### src/sv/cdes_pkg.sv
// ----------------------------------------------------------------------------
// cdes_pkg
// Shared types, constants and the month table for the civil date to epoch
// seconds converter.
// ----------------------------------------------------------------------------
package cdes_pkg;

   localparam int YearWidth    = 14;
   localparam int MonthWidth   = 4;
   localparam int DayWidth     = 5;
   localparam int HourWidth    = 5;
   localparam int MinuteWidth  = 6;
   localparam int SecondWidth  = 6;
   localparam int EpochWidth   = 38;

   localparam int DaysWidth    = 23;
   localparam int TodWidth     = 17;
   localparam int ProdWidth    = 39;
   localparam int SumWidth     = 40;
   localparam int MonthDaysWidth = 9;

   localparam logic [YearWidth-1:0] EpochYear        = 14'd1970;
   localparam logic [23:0]          LeapsBeforeEpoch = 24'd477;
   localparam logic [11:0]          Recip25          = 12'd2622;
   localparam logic [16:0]          SecsPerDay       = 17'd86400;
   localparam logic [SumWidth-1:0]  OutMax           = {{(SumWidth-EpochWidth){1'b0}},
                                                        {EpochWidth{1'b1}}};

   typedef struct packed {
      logic s1;
      logic s2;
   } year_en_type;

   function automatic logic [MonthDaysWidth-1:0] days_before_month(
      input logic [MonthWidth-1:0] month
   );
      logic [MonthDaysWidth-1:0] days;
      unique case (month)
         4'd0, 4'd1: days = 9'd0;
         4'd2:       days = 9'd31;
         4'd3:       days = 9'd59;
         4'd4:       days = 9'd90;
         4'd5:       days = 9'd120;
         4'd6:       days = 9'd151;
         4'd7:       days = 9'd181;
         4'd8:       days = 9'd212;
         4'd9:       days = 9'd243;
         4'd10:      days = 9'd273;
         4'd11:      days = 9'd304;
         default:    days = 9'd334;
      endcase
      return days;
   endfunction

endpackage

### src/sv/cdes_if.sv
// ----------------------------------------------------------------------------
// cdes_req_if / cdes_rsp_if
// Valid/ready channels for the date input and the seconds result.
// ----------------------------------------------------------------------------
interface cdes_req_if;
   logic                               valid;
   logic                               ready;
   logic [cdes_pkg::YearWidth-1:0]     year;
   logic [cdes_pkg::MonthWidth-1:0]    month;
   logic [cdes_pkg::DayWidth-1:0]      day;
   logic [cdes_pkg::HourWidth-1:0]     hour;
   logic [cdes_pkg::MinuteWidth-1:0]   minute;
   logic [cdes_pkg::SecondWidth-1:0]   second;

   modport source (output valid, year, month, day, hour, minute, second, input ready);
   modport sink   (input valid, year, month, day, hour, minute, second, output ready);
endinterface

interface cdes_rsp_if;
   logic                               valid;
   logic                               ready;
   logic [cdes_pkg::EpochWidth-1:0]    epoch_seconds;

   modport source (output valid, epoch_seconds, input ready);
   modport sink   (input valid, epoch_seconds, output ready);
endinterface

### src/sv/cdes_year_days.sv
// ----------------------------------------------------------------------------
// cdes_year_days
// Two register stages that turn a year into the day count of the whole
// years since 1970 and the leap flag of the year itself.
// ----------------------------------------------------------------------------
module cdes_year_days (
   input  logic                               clock,
   input  cdes_pkg::year_en_type              en,
   input  logic [cdes_pkg::YearWidth-1:0]     year,
   output logic [cdes_pkg::DaysWidth-1:0]     days_years,
   output logic                               leap
);

   // Stage one: reciprocal products for the divisions by 25.
   logic [cdes_pkg::YearWidth-1:0] ym1;
   logic [cdes_pkg::YearWidth-1:0] yoff_in, yoff_ff;
   logic                           span_in, span_ff;
   logic [11:0]                    quarter_in, quarter_ff;
   logic [23:0]                    pb_in, pb_ff;
   logic [23:0]                    pc_in, pc_ff;
   logic [11:0]                    xq_in, xq_ff;
   logic [23:0]                    pl_in, pl_ff;
   logic                           four_in, four_ff;

   assign ym1        = year - 14'd1;
   assign span_in    = year > cdes_pkg::EpochYear;
   assign yoff_in    = year - cdes_pkg::EpochYear;
   assign quarter_in = ym1[13:2];
   assign pb_in      = 24'(ym1[13:2]) * 24'(cdes_pkg::Recip25);
   assign pc_in      = 24'(ym1[13:4]) * 24'(cdes_pkg::Recip25);
   assign xq_in      = year[13:2];
   assign pl_in      = 24'(year[13:2]) * 24'(cdes_pkg::Recip25);
   assign four_in    = year[1:0] == 2'd0;

   always_ff @(posedge clock) begin
      if (en.s1) begin
         span_ff    <= span_in;
         yoff_ff    <= yoff_in;
         quarter_ff <= quarter_in;
         pb_ff      <= pb_in;
         pc_ff      <= pc_in;
         xq_ff      <= xq_in;
         pl_ff      <= pl_in;
         four_ff    <= four_in;
      end
   end

   // Stage two: leap count difference and the Gregorian leap test.
   logic [7:0]                     cent;
   logic [7:0]                     quad;
   logic [7:0]                     q25;
   logic [11:0]                    r25;
   logic [23:0]                    total;
   logic [cdes_pkg::DaysWidth-1:0] days_in, days_ff;
   logic                           leap_in, leap_ff;

   assign cent  = pb_ff[23:16];
   assign quad  = pc_ff[23:16];
   assign q25   = pl_ff[23:16];
   assign r25   = xq_ff - 12'(q25) * 12'd25;
   assign total = 24'(yoff_ff) * 24'd365 + 24'(quarter_ff) + 24'(quad) - 24'(cent)
                  - cdes_pkg::LeapsBeforeEpoch;
   assign days_in = span_ff ? total[cdes_pkg::DaysWidth-1:0] : '0;
   assign leap_in = four_ff && ((r25 != 12'd0) || (q25[1:0] == 2'd0));

   always_ff @(posedge clock) begin
      if (en.s2) begin
         days_ff <= days_in;
         leap_ff <= leap_in;
      end
   end

   assign days_years = days_ff;
   assign leap       = leap_ff;

endmodule

### src/sv/civil_date_to_epoch_seconds_unit.sv
// ----------------------------------------------------------------------------
// civil_date_to_epoch_seconds_unit
// Converts a civil date and time from 1970 onward into seconds since
// 1970-01-01 00:00:00, with no time zone.
// ----------------------------------------------------------------------------
// A date beat enters on req (year, month, day, hour, minute, second) and
// the matching count of seconds leaves on rsp as epoch_seconds, one result
// beat per date beat, in order. Months above twelve count as December,
// days and time fields past their range add linearly, a total below zero
// gives zero and a total above 38 bits saturates.
// The pipeline has six register stages: year reciprocal products, leap
// count and leap test, day sum, the multiply by 86400, the time of day
// add, and the output register. A date beat passes through them in this
// order, and rsp.valid is the valid flag of the output register. A new
// beat can be taken in every cycle unless all stages are full and rsp stalls.
// Each stage loads when it is empty or its successor loads, so bubbles
// close up while rsp stalls; req.ready falls only once all six stages
// hold a beat and rsp.ready is low. Reset empties the pipeline.
// ----------------------------------------------------------------------------
module civil_date_to_epoch_seconds_unit (
   input  logic              clock,
   input  logic              reset,
   cdes_req_if.sink          req,
   cdes_rsp_if.source        rsp
);

   localparam int Stages = 6;

   logic [Stages:1] valid_ff, valid_in;
   logic [Stages:1] load;

   always_comb begin
      load[Stages] = !valid_ff[Stages] || rsp.ready;
      for (int k = Stages - 1; k >= 1; k--) begin
         load[k] = !valid_ff[k] || load[k+1];
      end
      valid_in[1] = load[1] ? req.valid : valid_ff[1];
      for (int k = 2; k <= Stages; k++) begin
         valid_in[k] = load[k] ? valid_ff[k-1] : valid_ff[k];
      end
   end

   always_ff @(posedge clock) begin
      if (reset) begin
         valid_ff <= '0;
      end else begin
         valid_ff <= valid_in;
      end
   end

   assign req.ready = load[1];

   // Year terms over stages one and two.
   cdes_pkg::year_en_type            year_en;
   logic [cdes_pkg::DaysWidth-1:0]   days_years;
   logic                             leap;

   assign year_en.s1 = load[1];
   assign year_en.s2 = load[2];

   cdes_year_days u_year_days (
      .clock      (clock),
      .en         (year_en),
      .year       (req.year),
      .days_years (days_years),
      .leap       (leap)
   );

   // Stage one: month table and time of day.
   logic [cdes_pkg::MonthDaysWidth-1:0] dbm1_ff, dbm2_ff;
   logic                                late1_ff, late2_ff;
   logic [cdes_pkg::DayWidth-1:0]       day1_ff, day2_ff;
   logic [cdes_pkg::TodWidth-1:0]       tod_in;
   logic [cdes_pkg::TodWidth-1:0]       tod1_ff, tod2_ff, tod3_ff, tod4_ff;

   assign tod_in = 17'(req.hour) * 17'd3600 + 17'(req.minute) * 17'd60 + 17'(req.second);

   always_ff @(posedge clock) begin
      if (load[1]) begin
         dbm1_ff  <= cdes_pkg::days_before_month(req.month);
         late1_ff <= req.month > 4'd2;
         day1_ff  <= req.day;
         tod1_ff  <= tod_in;
      end
      if (load[2]) begin
         dbm2_ff  <= dbm1_ff;
         late2_ff <= late1_ff;
         day2_ff  <= day1_ff;
         tod2_ff  <= tod1_ff;
      end
   end

   // Stage three: total day count.
   logic [cdes_pkg::DaysWidth-1:0] days_in, days3_ff;

   assign days_in = days_years + 23'(dbm2_ff) + 23'(day2_ff) + 23'(late2_ff && leap);

   always_ff @(posedge clock) begin
      if (load[3]) begin
         days3_ff <= days_in;
         tod3_ff  <= tod2_ff;
      end
   end

   // Stage four: days to seconds.
   logic [cdes_pkg::ProdWidth-1:0] prod_in, prod4_ff;

   assign prod_in = 39'(days3_ff) * 39'(cdes_pkg::SecsPerDay);

   always_ff @(posedge clock) begin
      if (load[4]) begin
         prod4_ff <= prod_in;
         tod4_ff  <= tod3_ff;
      end
   end

   // Stage five: add the time of day.
   logic [cdes_pkg::SumWidth-1:0] sum_in, sum5_ff;

   assign sum_in = 40'(prod4_ff) + 40'(tod4_ff);

   always_ff @(posedge clock) begin
      if (load[5]) begin
         sum5_ff <= sum_in;
      end
   end

   // Stage six: take back the first day, floor at zero, saturate.
   logic [cdes_pkg::SumWidth-1:0]   back;
   logic [cdes_pkg::EpochWidth-1:0] out_in, out_ff;

   always_comb begin
      if (sum5_ff >= 40'(cdes_pkg::SecsPerDay)) begin
         back = sum5_ff - 40'(cdes_pkg::SecsPerDay);
      end else begin
         back = '0;
      end
      if (back > cdes_pkg::OutMax) begin
         out_in = cdes_pkg::OutMax[cdes_pkg::EpochWidth-1:0];
      end else begin
         out_in = back[cdes_pkg::EpochWidth-1:0];
      end
   end

   always_ff @(posedge clock) begin
      if (load[6]) begin
         out_ff <= out_in;
      end
   end

   assign rsp.valid         = valid_ff[Stages];
   assign rsp.epoch_seconds = out_ff;

   // The pipeline refuses a beat only when every stage is full and stalled.
   assert property (@(posedge clock) disable iff (reset)
      !req.ready |-> (valid_ff == '1) && !rsp.ready)
      else $error("input stalled while the pipeline has room");

   // An accepted beat always lands in the first stage.
   assert property (@(posedge clock) disable iff (reset)
      (req.valid && req.ready) |=> valid_ff[1])
      else $error("accepted beat lost at the first stage");

   // A held result beat is not dropped by the last stage.
   assert property (@(posedge clock) disable iff (reset)
      (rsp.valid && !rsp.ready) |=> rsp.valid && $stable(out_ff))
      else $error("stalled result changed");

   // The pipeline is empty right after reset.
   assert property (@(posedge clock)
      reset |=> (valid_ff == '0))
      else $error("pipeline not empty after reset");

endmodule

### src/flat_wrapper.sv
// flat-port wrapper written by rule: the top's interface ports become plain ports
module civil_date_to_epoch_seconds_unit_flat 
  (clock, reset, req_valid, req_year, req_month, req_day, req_hour, req_minute, req_second, req_ready, rsp_valid, rsp_epoch_seconds, rsp_ready);
  cdes_req_if req_i ();
  cdes_rsp_if rsp_i ();
  input  logic clock;
  input  logic reset;
  input wire logic [$bits(req_i.valid)-1:0] req_valid;
  input wire logic [$bits(req_i.year)-1:0] req_year;
  input wire logic [$bits(req_i.month)-1:0] req_month;
  input wire logic [$bits(req_i.day)-1:0] req_day;
  input wire logic [$bits(req_i.hour)-1:0] req_hour;
  input wire logic [$bits(req_i.minute)-1:0] req_minute;
  input wire logic [$bits(req_i.second)-1:0] req_second;
  output wire logic [$bits(req_i.ready)-1:0] req_ready;
  output wire logic [$bits(rsp_i.valid)-1:0] rsp_valid;
  output wire logic [$bits(rsp_i.epoch_seconds)-1:0] rsp_epoch_seconds;
  input wire logic [$bits(rsp_i.ready)-1:0] rsp_ready;
  assign req_i.valid = req_valid;
  assign req_i.year = req_year;
  assign req_i.month = req_month;
  assign req_i.day = req_day;
  assign req_i.hour = req_hour;
  assign req_i.minute = req_minute;
  assign req_i.second = req_second;
  assign req_ready = req_i.ready;
  assign rsp_valid = rsp_i.valid;
  assign rsp_epoch_seconds = rsp_i.epoch_seconds;
  assign rsp_i.ready = rsp_ready;
  civil_date_to_epoch_seconds_unit u_core (.clock(clock), .reset(reset), .req(req_i), .rsp(rsp_i));
endmodule
### config.mk
export PLATFORM = sky130hd
export DESIGN_NAME = civil_date_to_epoch_seconds_unit_flat
export DESIGN_NICKNAME = d
export VERILOG_FILES = /design/src/sv/cdes_pkg.sv /design/src/sv/cdes_if.sv /design/src/sv/cdes_year_days.sv /design/src/sv/civil_date_to_epoch_seconds_unit.sv /design/src/flat_wrapper.sv
export SDC_FILE = /design/constraint.sdc
export NUM_CORES = 1
export LEC_CHECK = 0
export BUFFER_PORTS_ARGS = -buffer_cell sky130_fd_sc_hd__buf_2
export CAP_MARGIN = 20
export CELL_PAD_IN_SITES_DETAIL_PLACEMENT = 1
export CELL_PAD_IN_SITES_GLOBAL_PLACEMENT = 2
export CORE_ASPECT_RATIO = 1.25
export CORE_MARGIN = 2
export CORE_UTILIZATION = 48
export DETAILED_ROUTE_END_ITERATION = 10
export PLACE_DENSITY_LB_ADDON = 0.15
export SYNTH_ARGS = -nofsm -noshare
export SYNTH_HDL_FRONTEND = slang
export SYNTH_HIERARCHICAL = 1
export SYNTH_SLANG_ARGS = --single-unit
### constraint.sdc
create_clock -name clock -period 20.1 [get_ports clock]
set_clock_uncertainty 0.15 [all_clocks]
set_input_delay 6.03 -clock clock [delete_from_list [all_inputs] [get_ports clock]]
set_output_delay 6.03 -clock clock [all_outputs]
set_load 0.005 [all_outputs]
# ---- After elaboration in Yosys (flattened, before gate mapping)
# Memories as Yosys holds them, arrays and structs flattened. A register that Yosys moved wholly into a read port is not among the register bits.
# Cells that the tools add are included.
dict set report word_totals {
  ff_bits 359
  output_inout_bits 40
  rom_bits 144
  mem_count 1
}
# name words word_bits read_ports rd_ports_with_merged_regs write_ports line_no
set memory_table {}
lappend memory_table {{(name not given)} 16 9 1 1 0 cdes_pkg.sv:38} ;# unique case (month)
dict set report classes {
  mux 1
  add_sub_neg 14
  n_mul 8
  n_reduce_logical 18
  order_cmp 4
}
# cell count
set ops {}
lappend ops {{$mul A12 B11 Y23 const B} 2}
lappend ops {{$add A39 B17 Y40} 1}
lappend ops {{$ge A40 B17 Y1 const B} 1}
lappend ops {{$gt A40 B38 Y1 const B} 1}
lappend ops {{$mux W40} 1}
lappend ops {{$sub A40 B17 Y40 const B} 1}
lappend ops {{$mul A23 B10 Y32 const B} 1}
lappend ops {{$add A23 B1 Y23} 1}
lappend ops {{$add A23 B12 Y23} 1}
lappend ops {{$add A23 B5 Y23} 1}
lappend ops {{$add A23 B6 Y23} 1}
lappend ops {{$add A23 B9 Y23} 1}
lappend ops {{$mul A14 B9 Y23 const B} 1}
lappend ops {{$sub A23 B8 Y23} 1}
lappend ops {{$sub A23 B9 Y23 const B} 1}
lappend ops {{$mul A10 B11 Y21 const B} 1}
lappend ops {{$add A17 B12 Y17} 1}
lappend ops {{$add A17 B6 Y17} 1}
lappend ops {{$gt A14 B11 Y1 const B} 1}
lappend ops {{$sub A14 B1 Y14 const B} 1}
lappend ops {{$sub A14 B11 Y14 const B} 1}
lappend ops {{$mul A5 B8 Y13 const B} 1}
lappend ops {{$mul A8 B5 Y12 const B} 1}
lappend ops {{$reduce_bool A12 Y1} 1}
lappend ops {{7 further kinds} 20}

# ---- Longest topological paths before layout
# Gate-level depths: netlist of the first run.
dict set report depth {
  word_depth 7
  ltp_mapped 25
  depth_no_buf 25
}

# ---- Hierarchy
# The synthesis of the first run kept the hierarchy.
# module instances seq_area_each_um2 area_per_inst_um2 cells_per_inst
set modules_own_cells {}
lappend modules_own_cells {cdes_year_days 1 2582.5 15432.3 1479}
lappend modules_own_cells {civil_date_to_epoch_seconds_unit 1 7056.8 15212.1 1257}

# ---- Least setup slack after synthesis of the first run
# Ideal clock, no wire load.
dict set report synth_path {
  path_type {input port to output port}
  startpoint {in rsp_ready}
  endpoint {out req_ready}
  path_buffers 1
  arrival_ns 9.261
  stages 4
  slack_ns 4.659
  cell_sequence {nor2b_1 and3_1 clkbuf_1 nand4_1}
}
dict set report synth_between {
  elab_chain_len 6
}
# item line_no
set synth_rtl {}
lappend synth_rtl {{from (decl)} flat_wrapper.sv:18} ;# input wire logic [$bits(rsp_i.ready)-1:0] rsp_ready;
lappend synth_rtl {{$logic_or A1 B1 Y1} civil_date_to_epoch_seconds_unit.sv:33} ;# load[Stages] = !valid_ff[Stages] || rsp.ready;
lappend synth_rtl {{$logic_or A1 B1 Y1 (5 in series)} civil_date_to_epoch_seconds_unit.sv:35} ;# load[k] = !valid_ff[k] || load[k+1];
lappend synth_rtl {{to (decl)} flat_wrapper.sv:15} ;# output wire logic [$bits(req_i.ready)-1:0] req_ready;
# No other way between the ends.

# ---- Worst setup path after layout of the first run
# Same ends and word-level chain as after synthesis.

==> flow_metrics.tcl, run 1 <==
set metrics [dict create \
    outcome "finished, final reports clean" \
    slowest_delay_ns 0.37 \
    synth.yosys.warnings 6 \
    worst-r2r-setup-slack_ns 13.99 \
    die_y_um 286 \
    critical_path.most_common_cell "sky130_fd_sc_hd__buf_2" \
    via_count_of_the_first_global_routing_pass 22612 \
    floorplan.die_area_mm2 0.0659 \
    finalNetCount 3718 \
    share_of_final_layout_standard_cells_stronger_than_drive_strength_1_pct 7.15 \
    via_per_inst 5.28 \
    number_of_enable_type_register_cells_in_the_synthesized_netlist 317 \
    critPathArrivalTime_ns 7.48 \
    reg2regPathDepth 18 \
    grt_start_max_net_pins 63 \
    cts-htree-levels 2 \
    dr_total_vias 19662 \
    track_usage_pct 21.3 \
    worstSetupEndpointType "primary output" \
    path_clk_slew_ns 0.06 \
    max_freq_mhz 73.2 \
    postPlaceCellArea_mm2 0.0322 \
    fin_crit_ns 13.66 \
    class_of_the_worst_hold_path "register to register" \
    starting_density_of_the_core_pct 48.5 \
    ctsHoldBuffers 0 \
    floorplan.io_pins 84 \
    post_synth_main_area_contributors "sky130_fd_sc_hd__edfxtp_1 31%, sky130_fd_sc_hd__ha_1 23%, sky130_fd_sc_hd__fa_1 16%" \
    holdPathStages 0 \
    slew_viol_final 0 \
    cts-resized-gates 0 \
    hold-path-endpoint "u_core/tod4_ff[15]" \
    grt_setup_unrepaired "no" \
    detail_route.iter0.violations 430 \
    tritoncts "built" \
    dpl.hpwl_mm 57.3 \
    drt_drc_violations_left 0 \
    buffer_ports.inserted 83 \
    syn_inst 2736 \
    cts_buffers 36 \
    timing_worst_setup_path_type "input port to primary output" \
    startpoint_type "input port" \
    yosys-top-cells-count "574 x sky130_fd_sc_hd__inv_1, 566 x sky130_fd_sc_hd__ha_1, 317 x sky130_fd_sc_hd__edfxtp_1" \
    clock_insertion_delay_worst_skew_ns 0.56 \
    rows 103 \
    critical-path-slowest-cell "sky130_fd_sc_hd__and3_1" \
    synth_area_leader_cell "sky130_fd_sc_hd__edfxtp_1" \
    synth.yosys.seq_area_share_pct 31.5 \
    mappedNetlistNets 3597 \
    root_buffer "sky130_fd_sc_hd__clkbuf_16" \
    ys_ff_latch 323 \
    final_design_area_no_fill_mm2 0.0333 \
    critical_path.n_buffers_inverters 3 \
    final_hold_viol_count 0 \
    synth.lib_cells_used.distinct 97 \
    route.antenna.remaining_nets 0 \
    routed_wirelength_normalized_by_instance_count_um 18.3 \
    post_synth_instance_area_mm2 0.0306 \
    area_delta_synth_final_pct 8.81 \
    crit_family "simple AND/OR/NAND/NOR gates" \
    worstMarginPinSlew_ns 1.07 \
    detail_route.first_pass.iterations 4 \
    timing.rr.start "u_core/days3_ff[1]" \
    setup_viol 0 \
    die_w_um 230 \
    place.gp.congestion 0.838 \
    design.core.area_mm2 0.0631 \
    clkSinkCount 323 \
    critical_path.cell_chain "buf_2 > nor2b_1 > and3_1 > nand4_1 > buf_4 > buf_2" \
    timing.hold.worst.start "u_core/tod3_ff[15]" \
    setup-tns-final_ns 0 \
    path_max_fanout 35 \
    proportion_of_register_bits_with_asynchronous_set_or_reset_after_synthesis_pct 0 \
    maxCapViolCount 0 \
    timing.slew.headroom_pct 28.9 \
    clockBufferDepth 3 \
    post-cts-setup-buffers 0 \
    drt-total-wl_mm 68.1 \
    global_route_wire_length_before_repair_mm 112 \
    critical_path.reg2reg.endpoint "u_core/prod4_ff[37]" \
    ys_dominant_reg_cell "sky130_fd_sc_hd__edfxtp_1" \
    synth_largest_type_area_fraction_pct 31.1 \
    global_route.overflow_total 0 \
    most_common_cell_in_the_netlist "sky130_fd_sc_hd__inv_1" \
    antennaDiodeCount 0 \
    antenna_found_initial 0 \
    avgSynthCellArea_um2 11.2 \
    final_min_period_over_clock_period_pct 68.0 \
    worst_endpoint_required_time_ns 13.92 \
]
-- worst register-to-register path: cells and delay by family (launching register included) --
| kind | cells | cell delay, ns |
|---|---|---|
| AO/OA/AOI/OAI | 3 | 1.04 |
| adder cells (fa/ha/maj) | 6 | 2.56 |
| XOR/XNOR | 1 | 0.08 |
| AND/OR/NAND/NOR | 4 | 1.25 |
| flip-flops | 1 | 0.58 |
| buffers and inverters | 4 | 0.24 |
-- per-stage QoR --
stage               cells  setup slack [ns]  utilization, %  hold WS [ns]
floorplan            2736              4.66               -         0.250
global placement     3659              6.59            50.9         0.250
detailed placement   3659              6.45            50.9         0.256
CTS                  3723              6.41            52.8         0.267
global route         3723              6.32            52.8         0.275
finish               3723              6.44            52.8         0.262
-- layout make-up --
| type | instances | area, um2 |
|---|---|---|
| well taps | 840 | 1050 |
| multi-input cells | 1819 | 18800 |
| flip-flops and latches | 323 | 9640 |
| clock inverters | 25 | 270 |
| fillers | 6749 | 29800 |
| clock buffers | 39 | 912 |
| inverters | 576 | 2160 |
| repair buffers | 101 | 551 |
-- metal layers --
metal  wire length (um)  global-route usage (%)  vias up
met4               2260                    7.45        0
li1                   -                       -     9532
met1              24300                    20.8     9811
met5                  0                       0        -
met2              40500                    45.4      197
met3               1080                    1.76      122
-- sequential cells by signal (all words and copies together) (netlist names), 6 cells and up --
register and count:
u_core/sum5_ff 40, u_core/u_year_days/xq_ff 12, u_core/tod3_ff 17, u_core/rsp.epoch_seconds 38, u_core/tod1_ff 17, u_core/u_year_days/days_years 23, u_core/dbm1_ff 9, u_core/days3_ff 23
u_core/u_year_days/pb_ff 8, u_core/u_year_days/pc_ff 6, u_core/u_year_days/pl_ff 8, u_core/u_year_days/quarter_ff 12, u_core/prod4_ff 32, u_core/dbm2_ff 9, u_core/valid_ff 6, u_core/tod2_ff 17
u_core/u_year_days/yoff_ff 14, u_core/tod4_ff 17
-- logic make-up (layout without fill, tap and decap cells) --
family / after synthesis / count (layout) / synth area share, %
muxes: 8 / 8 / 0.282
AOI/OAI and AO/OA: 415 / 415 / 9.17
DFF: 323 / 323 / 31.5
adders and majority gates: 817 / 817 / 39.5
xor gates and xnor gates: 197 / 197 / 5.79
buffers and inverters: 594 / 741 / 7.35
and+or+nand+nor: 382 / 382 / 6.46
-- how the worst max path moves through the flow --
stage / startpoint / cells past startpoint / endpoint / slack [ns]
2_1_floorplan: rsp_ready / 4 / req_ready / 4.66
5_1_grt: rsp_ready / 6 / req_ready / 6.32
4_1_cts: rsp_ready / 6 / req_ready / 6.41
3_3_place_gp: rsp_ready / 6 / req_ready / 6.59
6_report: rsp_ready / 6 / req_ready / 6.44
3_5_place_dp: rsp_ready / 6 / req_ready / 6.45
-- placed cells by master (no fill, tap or decap), drive strengths merged, types with 16 or more instances in the layout --
cell type,n
o21a,17
edfxtp,317
inv,580
ha,566
xor2,50
clkbuf,39
nand3,46
xnor2,146
and3,17
o21bai,18
nor3,27
a21oi,129
and2,16
a211oi,17
o21ai,74
fa,251
a21o,50
buf,101
nand2,76
nor2,107
nand2b,19
Power of run 1 is not shown: default switching activity piles up to over one toggle a cycle in this logic, so the estimate is an artifact.
==> run 2, diff against run 1 <==
--- a/config.mk
+++ b/config.mk
@@ -5,13 +5,14 @@
 export SDC_FILE = /design/constraint.sdc
 export NUM_CORES = 1
 export LEC_CHECK = 0
+export ABC_AREA = 1
 export BUFFER_PORTS_ARGS = -buffer_cell sky130_fd_sc_hd__buf_2
 export CAP_MARGIN = 20
 export CELL_PAD_IN_SITES_DETAIL_PLACEMENT = 1
 export CELL_PAD_IN_SITES_GLOBAL_PLACEMENT = 2
 export CORE_ASPECT_RATIO = 1.25
 export CORE_MARGIN = 2
-export CORE_UTILIZATION = 48
+export CORE_UTILIZATION = 37
 export DETAILED_ROUTE_END_ITERATION = 10
 export PLACE_DENSITY_LB_ADDON = 0.15
 export SYNTH_ARGS = -nofsm -noshare
==> constraint.sdc (replaced) <==
create_clock -name clock -period 11 [get_ports clock]
set_clock_uncertainty 0.15 [all_clocks]
set_input_delay 3.3 -clock clock [delete_from_list [all_inputs] [get_ports clock]]
set_output_delay 3.3 -clock clock [all_outputs]
set_load 0.005 [all_outputs]
==> flow_metrics.tcl, run 2 <==
set metrics [dict create \
    outcome "finished, final reports clean" \
    final_cells 5144 \
    timing.rr.start "u_core/u_year_days/yoff_ff[0]" \
    post_synth_instance_area_mm2 0.0339 \
    top_library_cells_by_usage_in_the_layout_fill_and_taps_aside "809 x sky130_fd_sc_hd__inv_1, 753 x sky130_fd_sc_hd__nand2_1, 566 x sky130_fd_sc_hd__ha_1" \
    dr_total_vias 24803 \
    clock_insertion_delay_worst_skew_ns 0.57 \
    drt-total-wl_mm 91.0 \
    cts-resized-gates 0 \
    most_common_cell_in_the_netlist "sky130_fd_sc_hd__inv_1" \
    synth_area_leader_cell "sky130_fd_sc_hd__edfxtp_1" \
    detail_route.iter0.violations 754 \
    post-place-cells 5075 \
    critical_path.reg2reg.endpoint "u_core/u_year_days/days_years[16]" \
    avgSynthCellArea_um2 8.92 \
    critPathArrivalTime_ns 9.17 \
    setup_slack_ns 2.01 \
    placement_stage_worst_setup_slack_ns 1.34 \
    yosys.area_share.simple_pct 17.8 \
    floorplan.io_pins 84 \
    antennaDiodeCount 0 \
    final_min_period_over_clock_period_pct 81.8 \
    critPathLaunch "req_year[11]" \
    slew_viol_final 0 \
    setup-tns-final_ns 0 \
    floorplan.die_area_mm2 0.0941 \
    global_route.overflow_total 0 \
    die_y_um 343 \
    track_usage_pct 20.0 \
    setup_viol 0 \
    timing_worst_setup_path_type "input port to register" \
    routed_wirelength_normalized_by_instance_count_um 17.7 \
    route.antenna.remaining_nets 0 \
    reg2regPathDepth 15 \
    number_of_enable_type_register_cells_in_the_synthesized_netlist 317 \
    design.core.area_mm2 0.0912 \
    final_design_area_no_fill_mm2 0.0370 \
    worst-r2r-setup-slack_ns 6.02 \
    detail_route.first_pass.iterations 4 \
    root_buffer "sky130_fd_sc_hd__clkbuf_16" \
    cts-htree-levels 2 \
    worst_endpoint_required_time_ns 11.18 \
    worstSetupEndpointType "register" \
    regMostFlops "u_core/sum5_ff" \
    via_per_inst 4.82 \
    share_of_final_layout_standard_cells_stronger_than_drive_strength_1_pct 6.61 \
    combinational_family_with_the_most_area_after_synthesis "adder cells" \
    clockBufferDepth 3 \
    buffer_ports.inserted 83 \
    final_hold_viol_count 0 \
    path_max_fanout 10 \
    die_w_um 275 \
    synth.lib_cells_used.distinct 50 \
    mostFrequentLayoutCell "sky130_fd_sc_hd__inv_1" \
    timing.slew.headroom_pct 26.9 \
    via_count_of_the_first_global_routing_pass 27237 \
    drt_drc_violations_left 0 \
    largest_reg_flops 40 \
    yosys.area_share.xor_xnor_pct 3.04 \
    yosys-top-cells-count "811 x sky130_fd_sc_hd__inv_1, 756 x sky130_fd_sc_hd__nand2_1, 566 x sky130_fd_sc_hd__ha_1" \
    global_route_wire_length_before_repair_mm 147 \
    synth.yosys.seq_area_share_pct 28.4 \
    clkSinkCount 323 \
    post_synth_main_area_contributors "sky130_fd_sc_hd__edfxtp_1 28%, sky130_fd_sc_hd__ha_1 21%, sky130_fd_sc_hd__fa_1 15%" \
    worst_setup_path_endpoint "u_core/u_year_days/pc_ff[18]" \
    starting_density_of_the_core_pct 37.2 \
    ys_dominant_reg_cell "sky130_fd_sc_hd__edfxtp_1" \
    synth_mux_area_share_pct 0 \
    ctsHoldBuffers 0 \
    class_of_the_worst_hold_path "register to register" \
    syn_inst 3801 \
    startpoint_type "input port" \
    dpl.hpwl_mm 78.8 \
    synth_largest_type_area_fraction_pct 28.1 \
    postPlaceCellArea_mm2 0.0358 \
    synth_compound_gate_area_share_pct 5.34 \
    finalNetCount 4781 \
    grt_start_max_net_pins 61 \
    max_freq_mhz 111 \
    maxCapViolCount 0 \
    synthAdderAreaFrac_pct 35.7 \
    path_clk_slew_ns 0.08 \
    worstMarginPinSlew_ns 1.09 \
    cts_buffers 38 \
    antenna_found_initial 1 \
    ys_ff_latch 323 \
    tritoncts "built" \
    rows 124 \
    mappedNetlistNets 4662 \
    fin_crit_ns 8.99 \
    area_delta_synth_final_pct 9.15 \
    post-cts-setup-buffers 0 \
    proportion_of_register_bits_with_asynchronous_set_or_reset_after_synthesis_pct 0 \
    place.gp.congestion 0.837 \
    synth.yosys.warnings 6 \
    grt_setup_unrepaired "no" \
]
-- run 2: changes by cell type after synthesis, sizes merged, moves of 18 or more --
cell / previous run / this run
nand4: 14 / 59
a21oi: 129 / 165
nand3b: 3 / 22
nand2: 76 / 779
nand3: 46 / 226
xor2: 50 / 92
xnor2: 146 / 24
nand2b: 19 / 1
inv: 576 / 832
nor2: 107 / 237
a21o: 50 / 16
-- run 2: how the worst min path moves through the flow --
stage	from	endpoint	cells past startpoint
CTS	u_core/tod2_ff[13]	u_core/tod3_ff[13]	0
detailed placement	u_core/tod4_ff[1]	u_core/sum5_ff[1]	0
finish	u_core/tod2_ff[13]	u_core/tod3_ff[13]	0
global route	u_core/tod1_ff[16]	u_core/tod2_ff[16]	0
global placement	u_core/day1_ff[0]	u_core/day2_ff[0]	0
floorplan	u_core/day1_ff[0]	u_core/day2_ff[0]	0
-- run 2: through the flow --
stage          util, %  hold WS (ns)
3_5_place_dp      39.2         0.255
3_3_place_gp      39.2         0.251
4_1_cts           40.5         0.254
6_report          40.6         0.249
2_1_floorplan        -         0.250
5_1_grt           40.6         0.265
-- run 2: cell type report --
cell class | count | area, um2
Tap cell | 1197 | 1500
Timing Repair Buffer | 95 | 531
Inverter | 834 | 3130
Sequential cell | 323 | 9640
Clock inverter | 25 | 254
Fill cell | 10742 | 54200
Multi-Input combinational cell | 2628 | 21000
Clock buffer | 42 | 966
-- run 2: per-layer routing --
metal | GRT usage (%) | vias up | routed length (um)
met5 | 0 | - | 0
met4 | 5.29 | 0 | 2480
met3 | 1.45 | 88 | 1380
met2 | 40.8 | 161 | 51800
met1 | 21.7 | 12085 | 35400
li1 | - | 12469 | -
-- run 2: cells by family after synthesis --
| group | count (synthesis) |
|---|---|
| AOI/OAI and AO/OA | 325 |
| xor gates and xnor gates | 116 |
| adders and majority gates | 817 |
| buffers and inverters | 850 |
| DFF | 323 |
| and+or+nand+nor | 1370 |
-- run 2: critical path, stage by stage --
cell and delay [ns]:
sky130_fd_sc_hd__buf_2 0.26, sky130_fd_sc_hd__clkinv_1 0.45, sky130_fd_sc_hd__ha_1 0.37, sky130_fd_sc_hd__nand2_1 0.07
sky130_fd_sc_hd__inv_1 0.05, sky130_fd_sc_hd__a21oi_1 0.18, sky130_fd_sc_hd__nand2_1 0.08, sky130_fd_sc_hd__nand2_1 0.07
sky130_fd_sc_hd__nand2_2 0.18, sky130_fd_sc_hd__ha_1 0.39, sky130_fd_sc_hd__ha_1 0.35, sky130_fd_sc_hd__nand3b_1 0.18
sky130_fd_sc_hd__nand2_1 0.07, sky130_fd_sc_hd__inv_1 0.07, sky130_fd_sc_hd__ha_1 0.30, sky130_fd_sc_hd__fa_1 0.53
sky130_fd_sc_hd__inv_1 0.06, sky130_fd_sc_hd__fa_1 0.50, sky130_fd_sc_hd__fa_1 0.54, sky130_fd_sc_hd__inv_1 0.04
sky130_fd_sc_hd__ha_1 0.32, sky130_fd_sc_hd__a21oi_1 0.18, sky130_fd_sc_hd__o21ai_0 0.12, sky130_fd_sc_hd__a211oi_1 0.28
sky130_fd_sc_hd__nand2_1 0.09, sky130_fd_sc_hd__nand2_1 0.06, sky130_fd_sc_hd__nand2_1 0.04
Power of run 2 is left out for the same reason.
